$ cat src/rtl/bpc_pkg.sv
package bpc_pkg;

    localparam int unsigned DATA_W = 32;
    localparam int unsigned CFG_IDX_W = 4;

    // register indexes of the configuration port
    localparam logic [CFG_IDX_W-1:0] REG_AC1 = 4'd0;
    localparam logic [CFG_IDX_W-1:0] REG_AC2 = 4'd1;
    localparam logic [CFG_IDX_W-1:0] REG_AC3 = 4'd2;
    localparam logic [CFG_IDX_W-1:0] REG_AC4 = 4'd3;
    localparam logic [CFG_IDX_W-1:0] REG_AC5_AC6 = 4'd4;
    localparam logic [CFG_IDX_W-1:0] REG_MC_MD = 4'd5;
    localparam logic [CFG_IDX_W-1:0] REG_B1_B2 = 4'd6;
    localparam logic [CFG_IDX_W-1:0] REG_OSS = 4'd7;

    // reset values of the calibration set
    localparam logic [15:0] RST_AC1 = 16'd408;
    localparam logic [15:0] RST_AC2 = 16'hFFB8;
    localparam logic [15:0] RST_AC3 = 16'hC7D1;
    localparam logic [15:0] RST_AC4 = 16'd32741;
    localparam logic [31:0] RST_AC5_AC6 = 32'h7FF5_5A71;
    localparam logic [31:0] RST_MC_MD = 32'hDDF9_0B34;
    localparam logic [31:0] RST_B1_B2 = 32'h182E_0004;
    localparam logic [1:0] RST_OSS = 2'd0;

    // compensation constants
    localparam logic [31:0] B6_OFFSET = 32'd4000;
    localparam logic [31:0] T_ROUND = 32'd8;
    localparam logic [31:0] P_SQ_COEF = 32'd3038;
    localparam logic [31:0] P_LIN_COEF = 32'hFFFF_E343;
    localparam logic [31:0] P_OFFSET = 32'd3791;
    localparam logic [31:0] B7_SCALE = 32'd50000;
    localparam logic [31:0] B4_BIAS = 32'd32768;

    typedef struct packed {
        logic [15:0] ac1;
        logic [15:0] ac2;
        logic [15:0] ac3;
        logic [15:0] ac4;
        logic [15:0] ac5;
        logic [15:0] ac6;
        logic [15:0] mc;
        logic [15:0] md;
        logic [15:0] b1;
        logic [15:0] b2;
        logic [1:0] oss;
    } cal_t;

    function automatic logic [31:0] sx16(input logic [15:0] v);
        return {{16{v[15]}}, v};
    endfunction

    function automatic logic [31:0] asr(input logic [31:0] x, input int unsigned n);
        return 32'($signed(x) >>> n);
    endfunction

endpackage

$ cat src/rtl/bpc_cfg.sv
module bpc_cfg (
    input  logic                           clk,
    input  logic                           rst_n,
    input  logic                           cfg_valid,
    output logic                           cfg_ready,
    input  logic [bpc_pkg::CFG_IDX_W-1:0]  cfg_index,
    input  logic [31:0]                    cfg_data,
    output bpc_pkg::cal_t                  cal
);

    bpc_pkg::cal_t cal_reg;
    bpc_pkg::cal_t cal_next;

    assign cfg_ready = 1'b1;
    assign cal = cal_reg;

    always_comb
    begin
        cal_next = cal_reg;
        if (cfg_valid)
        begin
            unique case (cfg_index)
                bpc_pkg::REG_AC1: cal_next.ac1 = cfg_data[15:0];
                bpc_pkg::REG_AC2: cal_next.ac2 = cfg_data[15:0];
                bpc_pkg::REG_AC3: cal_next.ac3 = cfg_data[15:0];
                bpc_pkg::REG_AC4: cal_next.ac4 = cfg_data[15:0];
                bpc_pkg::REG_AC5_AC6:
                begin
                    cal_next.ac5 = cfg_data[31:16];
                    cal_next.ac6 = cfg_data[15:0];
                end
                bpc_pkg::REG_MC_MD:
                begin
                    cal_next.mc = cfg_data[31:16];
                    cal_next.md = cfg_data[15:0];
                end
                bpc_pkg::REG_B1_B2:
                begin
                    cal_next.b1 = cfg_data[31:16];
                    cal_next.b2 = cfg_data[15:0];
                end
                bpc_pkg::REG_OSS: cal_next.oss = cfg_data[1:0];
                default: cal_next = cal_reg;
            endcase
        end
    end

    always_ff @(posedge clk or negedge rst_n)
    begin
        if (!rst_n)
        begin
            cal_reg.ac1 <= bpc_pkg::RST_AC1;
            cal_reg.ac2 <= bpc_pkg::RST_AC2;
            cal_reg.ac3 <= bpc_pkg::RST_AC3;
            cal_reg.ac4 <= bpc_pkg::RST_AC4;
            cal_reg.ac5 <= bpc_pkg::RST_AC5_AC6[31:16];
            cal_reg.ac6 <= bpc_pkg::RST_AC5_AC6[15:0];
            cal_reg.mc <= bpc_pkg::RST_MC_MD[31:16];
            cal_reg.md <= bpc_pkg::RST_MC_MD[15:0];
            cal_reg.b1 <= bpc_pkg::RST_B1_B2[31:16];
            cal_reg.b2 <= bpc_pkg::RST_B1_B2[15:0];
            cal_reg.oss <= bpc_pkg::RST_OSS;
        end
        else
        begin
            cal_reg <= cal_next;
        end
    end

endmodule

$ cat config.mk
export PLATFORM = sky130hd
export DESIGN_NAME = bpc_cfg
export DESIGN_NICKNAME = d
export VERILOG_FILES = /design/src/rtl/bpc_pkg.sv /design/src/rtl/bpc_cfg.sv
export SDC_FILE = /design/constraint.sdc
export NUM_CORES = 1
export LEC_CHECK = 0
export ABC_CLOCK_PERIOD_IN_PS = 1500
export BUFFER_PORTS_ARGS = -buffer_cell sky130_fd_sc_hd__buf_2
export CAP_MARGIN = 20
export CORE_ASPECT_RATIO = 1.4
export CORE_UTILIZATION = 50
export DETAILED_ROUTE_END_ITERATION = 10
export PLACE_DENSITY = 0.9
export SKIP_LAST_GASP = 1
export SYNTH_ARGS = -nofsm -noshare
export SYNTH_HDL_FRONTEND = slang
export SYNTH_SLANG_ARGS = --single-unit
$ cat constraint.sdc
create_clock -name clk -period 1.5 [get_ports clk]
set_clock_uncertainty 0.15 [all_clocks]
set_input_delay 0.225 -clock clk [delete_from_list [all_inputs] [get_ports clk]]
set_output_delay 0.225 -clock clk [all_outputs]
set_load 0.01 [all_outputs]
Word level (Yosys, flattened, before mapping):

Index checks and enable logic that the tools add are counted.

* input port bits: 39
* output and inout bits: 163
* bits in registers: 162
* latch bits: 0
* memory bits (read-only): 0
* memory bits (writable): 0
* memories kept: 0

* reduce and logical (&&, ||, !) cells: 9
* muxes and demuxes: 0
* $mul: 0
* div/mod/pow operators: 0
* bitwise logic cells: 0
* $add $sub $neg: 0
* shifts and indexed selects: 0
* equality and inequality tests: 7
* magnitude comparators: 0

Operator list (number)
* equality test 4 x 3 -> 1 bit, second input constant: 4
* AND reduction 2 bit: 8
* equality test 4 x 2 -> 1 bit, second input constant: 2
* equality test 4 x 1 -> 1 bit, second input constant: 1
* logical NOT 4 bit: 1

Depth between registers and ports, before layout:

* depth in word-level cells: 2
* gate-level depth with buffers: 6

Worst setup path after synthesis:

Ideal clock, no wire load.

* kind: input to register
* start: in cfg_index[3] in the netlist's numbering
* end: reg cal_reg (netlist bit cal[103])
* required time: 1.268 ns
* arrival time: 1.330 ns
* cell stages on the path: 5
* library setup time: 0.082 ns
* slack: -0.063 ns
* cells stage by stage: nor3b_4 -> and3_2 -> buf_6 -> buf_12 -> mux2_2

* word-level cells in the longest chain between the ends: 2

Ends and longest elaborated chain
* from (decl): line bpc_cfg.sv:6 `input logic [bpc_pkg::CFG_IDX_W-1:0] cfg_index,`
* equality test 4 x 2 -> 1 bit: line bpc_cfg.sv:22 `unique case (cfg_index)`
* AND reduction 2 bit (no source line)
* to (signal assigned): line bpc_cfg.sv:66 `cal_reg <= cal_next;`
* to (decl): line bpc_cfg.sv:11 `bpc_pkg::cal_t cal_reg;`

No other way between the ends.
A chain may end at the register's enable or synchronous reset.

Worst setup path after layout:

* start: reg cal_reg (netlist bit cal[54])
* end: out cal[54] in the netlist's numbering

RTL lines
* to (decl): line bpc_cfg.sv:8 `output bpc_pkg::cal_t cal`

No word-level cell between the ends.

==> flow_summary.yaml <==
floorplan:
  row_count: 48
  die_h_um: 134
  dieArea_sq_um: 13000
  core-area_sq_um: 12300
  die_w_um: 96.5
  start_util: 0.511
  ios: 202
grt:
  grt_util_all_layers: 0.244
  antenna_found_initial: 0
  grt_pass1_vias: 4411
  grt_pass1_wl_um: 23200
  grt_overflow: 0
  grt_max_degree: 57
clocking:
  insertion_delay_ns: 0.41
  cts_tree: "built"
  htree_levels: 4
  cts.sinks: 162
  numCtsBuffers: 17
  cts-root-buf: "clkbuf_16"
  clk_path_buf_depth: 2
  clk_pin_slew_ns: 0.06
power:
  powerDensity_nw_per_um2: 1590
  ir_worst_vdd_mv: 0.979
  p_leak_uw: 0.00408
sta:
  finalCritPeriodShare: 0.975
  setup_violations: 0
  fin_crit_ns: 1.46
  timing.fmax_mhz: 683
  hold_violations: 0
  final.setup.tns_ns: 0
  slew_viol_final: 0
  rsz0062_at_grt: "false"
logic_synthesis:
  ys_seq_area_frac: 0.664
  synth_cells: 355
  syn_nets: 394
  synth_most_common_cell: "mux2_2"
  synth_commonest_cells: "mux2_2, dfstp_2, dfrtp_1"
  ys_seq_elements: 162
  netlist_top_cells_area: "dfstp_2, dfrtp_1, mux2_2"
  synth_edf_count: 0
  yosysWarnings: 0
  synth_cell_types: 19
  async_reset_ff_frac: 1.00
  yosysTopAreaCell: "dfstp_2"
  synth_top_area_frac: 0.349
  synthFlopType: "dfstp_2"
  synth.avg_cell_area_sq_um: 17.6
  syn_area_sq_um: 6260
hold_path:
  hp-class: "input pin to register"
worst_setup_path:
  critPathLaunchType: "register"
  crit_fanout: 2
  crit_arrival_ns: 1.09
  worstPathRequired_ns: 1.12
  cp_num_buf_inv: 1
  critPathMaxStageDelay_ns: 0.54
  crit_type: "register to output pin"
  cp_cell_sequence: "buf_2"
  end_kind: "output pin"
  slowest_stage: "dfstp_2"
  crit_family: "flip-flops"
placement:
  place.gp.congestion: 0.740
  place_area_sq_um: 7630
  place_inst: 713
  dp_hpwl_um: 10600
  numPortBuffers: 200
detailed_routing:
  wl_um: 15000
  ant_nets: 0
  num_vias: 3976
  drc: 0
  drt_iter0_drc: 102
  routedWlPerCell_um: 19.4
  routed_via_density: 5.12
  first_pass_iters: 5
layout:
  area_delta_synth_final_pct: 36.6
  diodes: 0
  nFillCells: 813
  largest_register_ffs: 162
  drive_gt1_frac: 0.802
  design_area_sq_um: 8550
  layoutNonFillerInstCount: 777
  nets: 653
job:
  drv_cap: 0
run_status:
  outcome: "complete, no violations"
path summary, 6_finish.rpt:
path	start	endpoint	slack, ns	cells past startpoint
worst max-delay path	cal[54]	cal[54]	0.04	1
worst min-delay path	cfg_data[6]	cal[104]	0.01	2
worst max register to register	cal[32]	cal[32]	0.55	1
worst min register to register	cal[119]	cal[119]	0.34	1
max in group asynchronous	rst_n	cal[108]	0.46	3
min in group asynchronous	rst_n	cal[11]	0.11	2
what timing repair did:
item	4_1_cts	5_1_grt
endpoints found under the setup margin	0	3
gates resized for setup	0	3
buffers inserted	0	0
hold buffers	32	0
endpoints found under the hold margin	230	0
kinds of logic (layout without fill, tap and decap cells):
| group | Yosys count | after routing | synth area share |
|---|---|---|---|
| multiplexers | 162 | 162 | 0.292 |
| flip-flops | 162 | 162 | 0.664 |
| buffers and inverters | 18 | 290 | 0.0218 |
| AND/OR/NAND/NOR | 12 | 12 | 0.0216 |
| other | 1 | 1 | 0.000599 |
where the power goes:
part	internal [uW]	leakage, uW	switching, uW
registers	5770	0.00184	541
logic	1570	0.00196	1490
clock network	2550	0.000280	1700
total	9890	0.00408	3740
area by class of cell:
class,count,area (sq um),area share
Tap cell,150,188,0.0220
Timing Repair Buffer,258,1640,0.192
Clock buffer,21,460,0.0539
Sequential cell,162,4160,0.486
Clock inverter,11,128,0.0149
Multi-Input combinational cell,175,1980,0.231
stage by stage:
stage / total power [uW] / hold slack [ns] / setup slack (ns) / util
2_1_floorplan: 7780 / -0.221 / -0.0627 / -
3_3_place_gp: 9140 / -0.0453 / -0.161 / 0.622
3_5_place_dp: 9350 / -0.0422 / -0.213 / 0.622
4_1_cts: 13700 / 0.0119 / 0.0163 / 0.697
5_1_grt: 14300 / 0.00475 / 0.0000944 / 0.698
6_report: 13600 / 0.0112 / 0.0369 / 0.698
per-layer routing:
metal | wire length [um] | global-route usage | up-vias
li1 | - | - | 1778
met1 | 5490 | 0.267 | 2034
met2 | 8330 | 0.431 | 139
met3 | 860 | 0.0686 | 25
met4 | 363 | 0.106 | 0
met5 | 0 | 0 | -
layout by cell type, fill, tap and decap left out, types with 2 or more instances in the layout:
| cell type | netlist | final |
|---|---|---|
| buf_2 | 4 | 196 |
| mux2_2 | 155 | 155 |
| dfstp_2 | 83 | 83 |
| dfrtp_1 | 79 | 79 |
| dlygate4sd3_1 | 0 | 32 |
| buf_4 | 8 | 19 |
| clkbuf_16 | 0 | 17 |
| buf_12 | 1 | 8 |
| mux2_1 | 7 | 7 |
| nor3b_4 | 1 | 3 |
| nand3b_4 | 3 | 3 |
| inv_6 | 0 | 3 |
| clkinvlp_4 | 0 | 3 |
| buf_6 | 2 | 3 |
| nor2_1 | 2 | 2 |
| bufinv_16 | 0 | 2 |
| clkbuf_8 | 0 | 2 |
| clkinv_2 | 0 | 2 |
| clkbuf_1 | 1 | 2 |
Power figures use the tool's default switching activity.
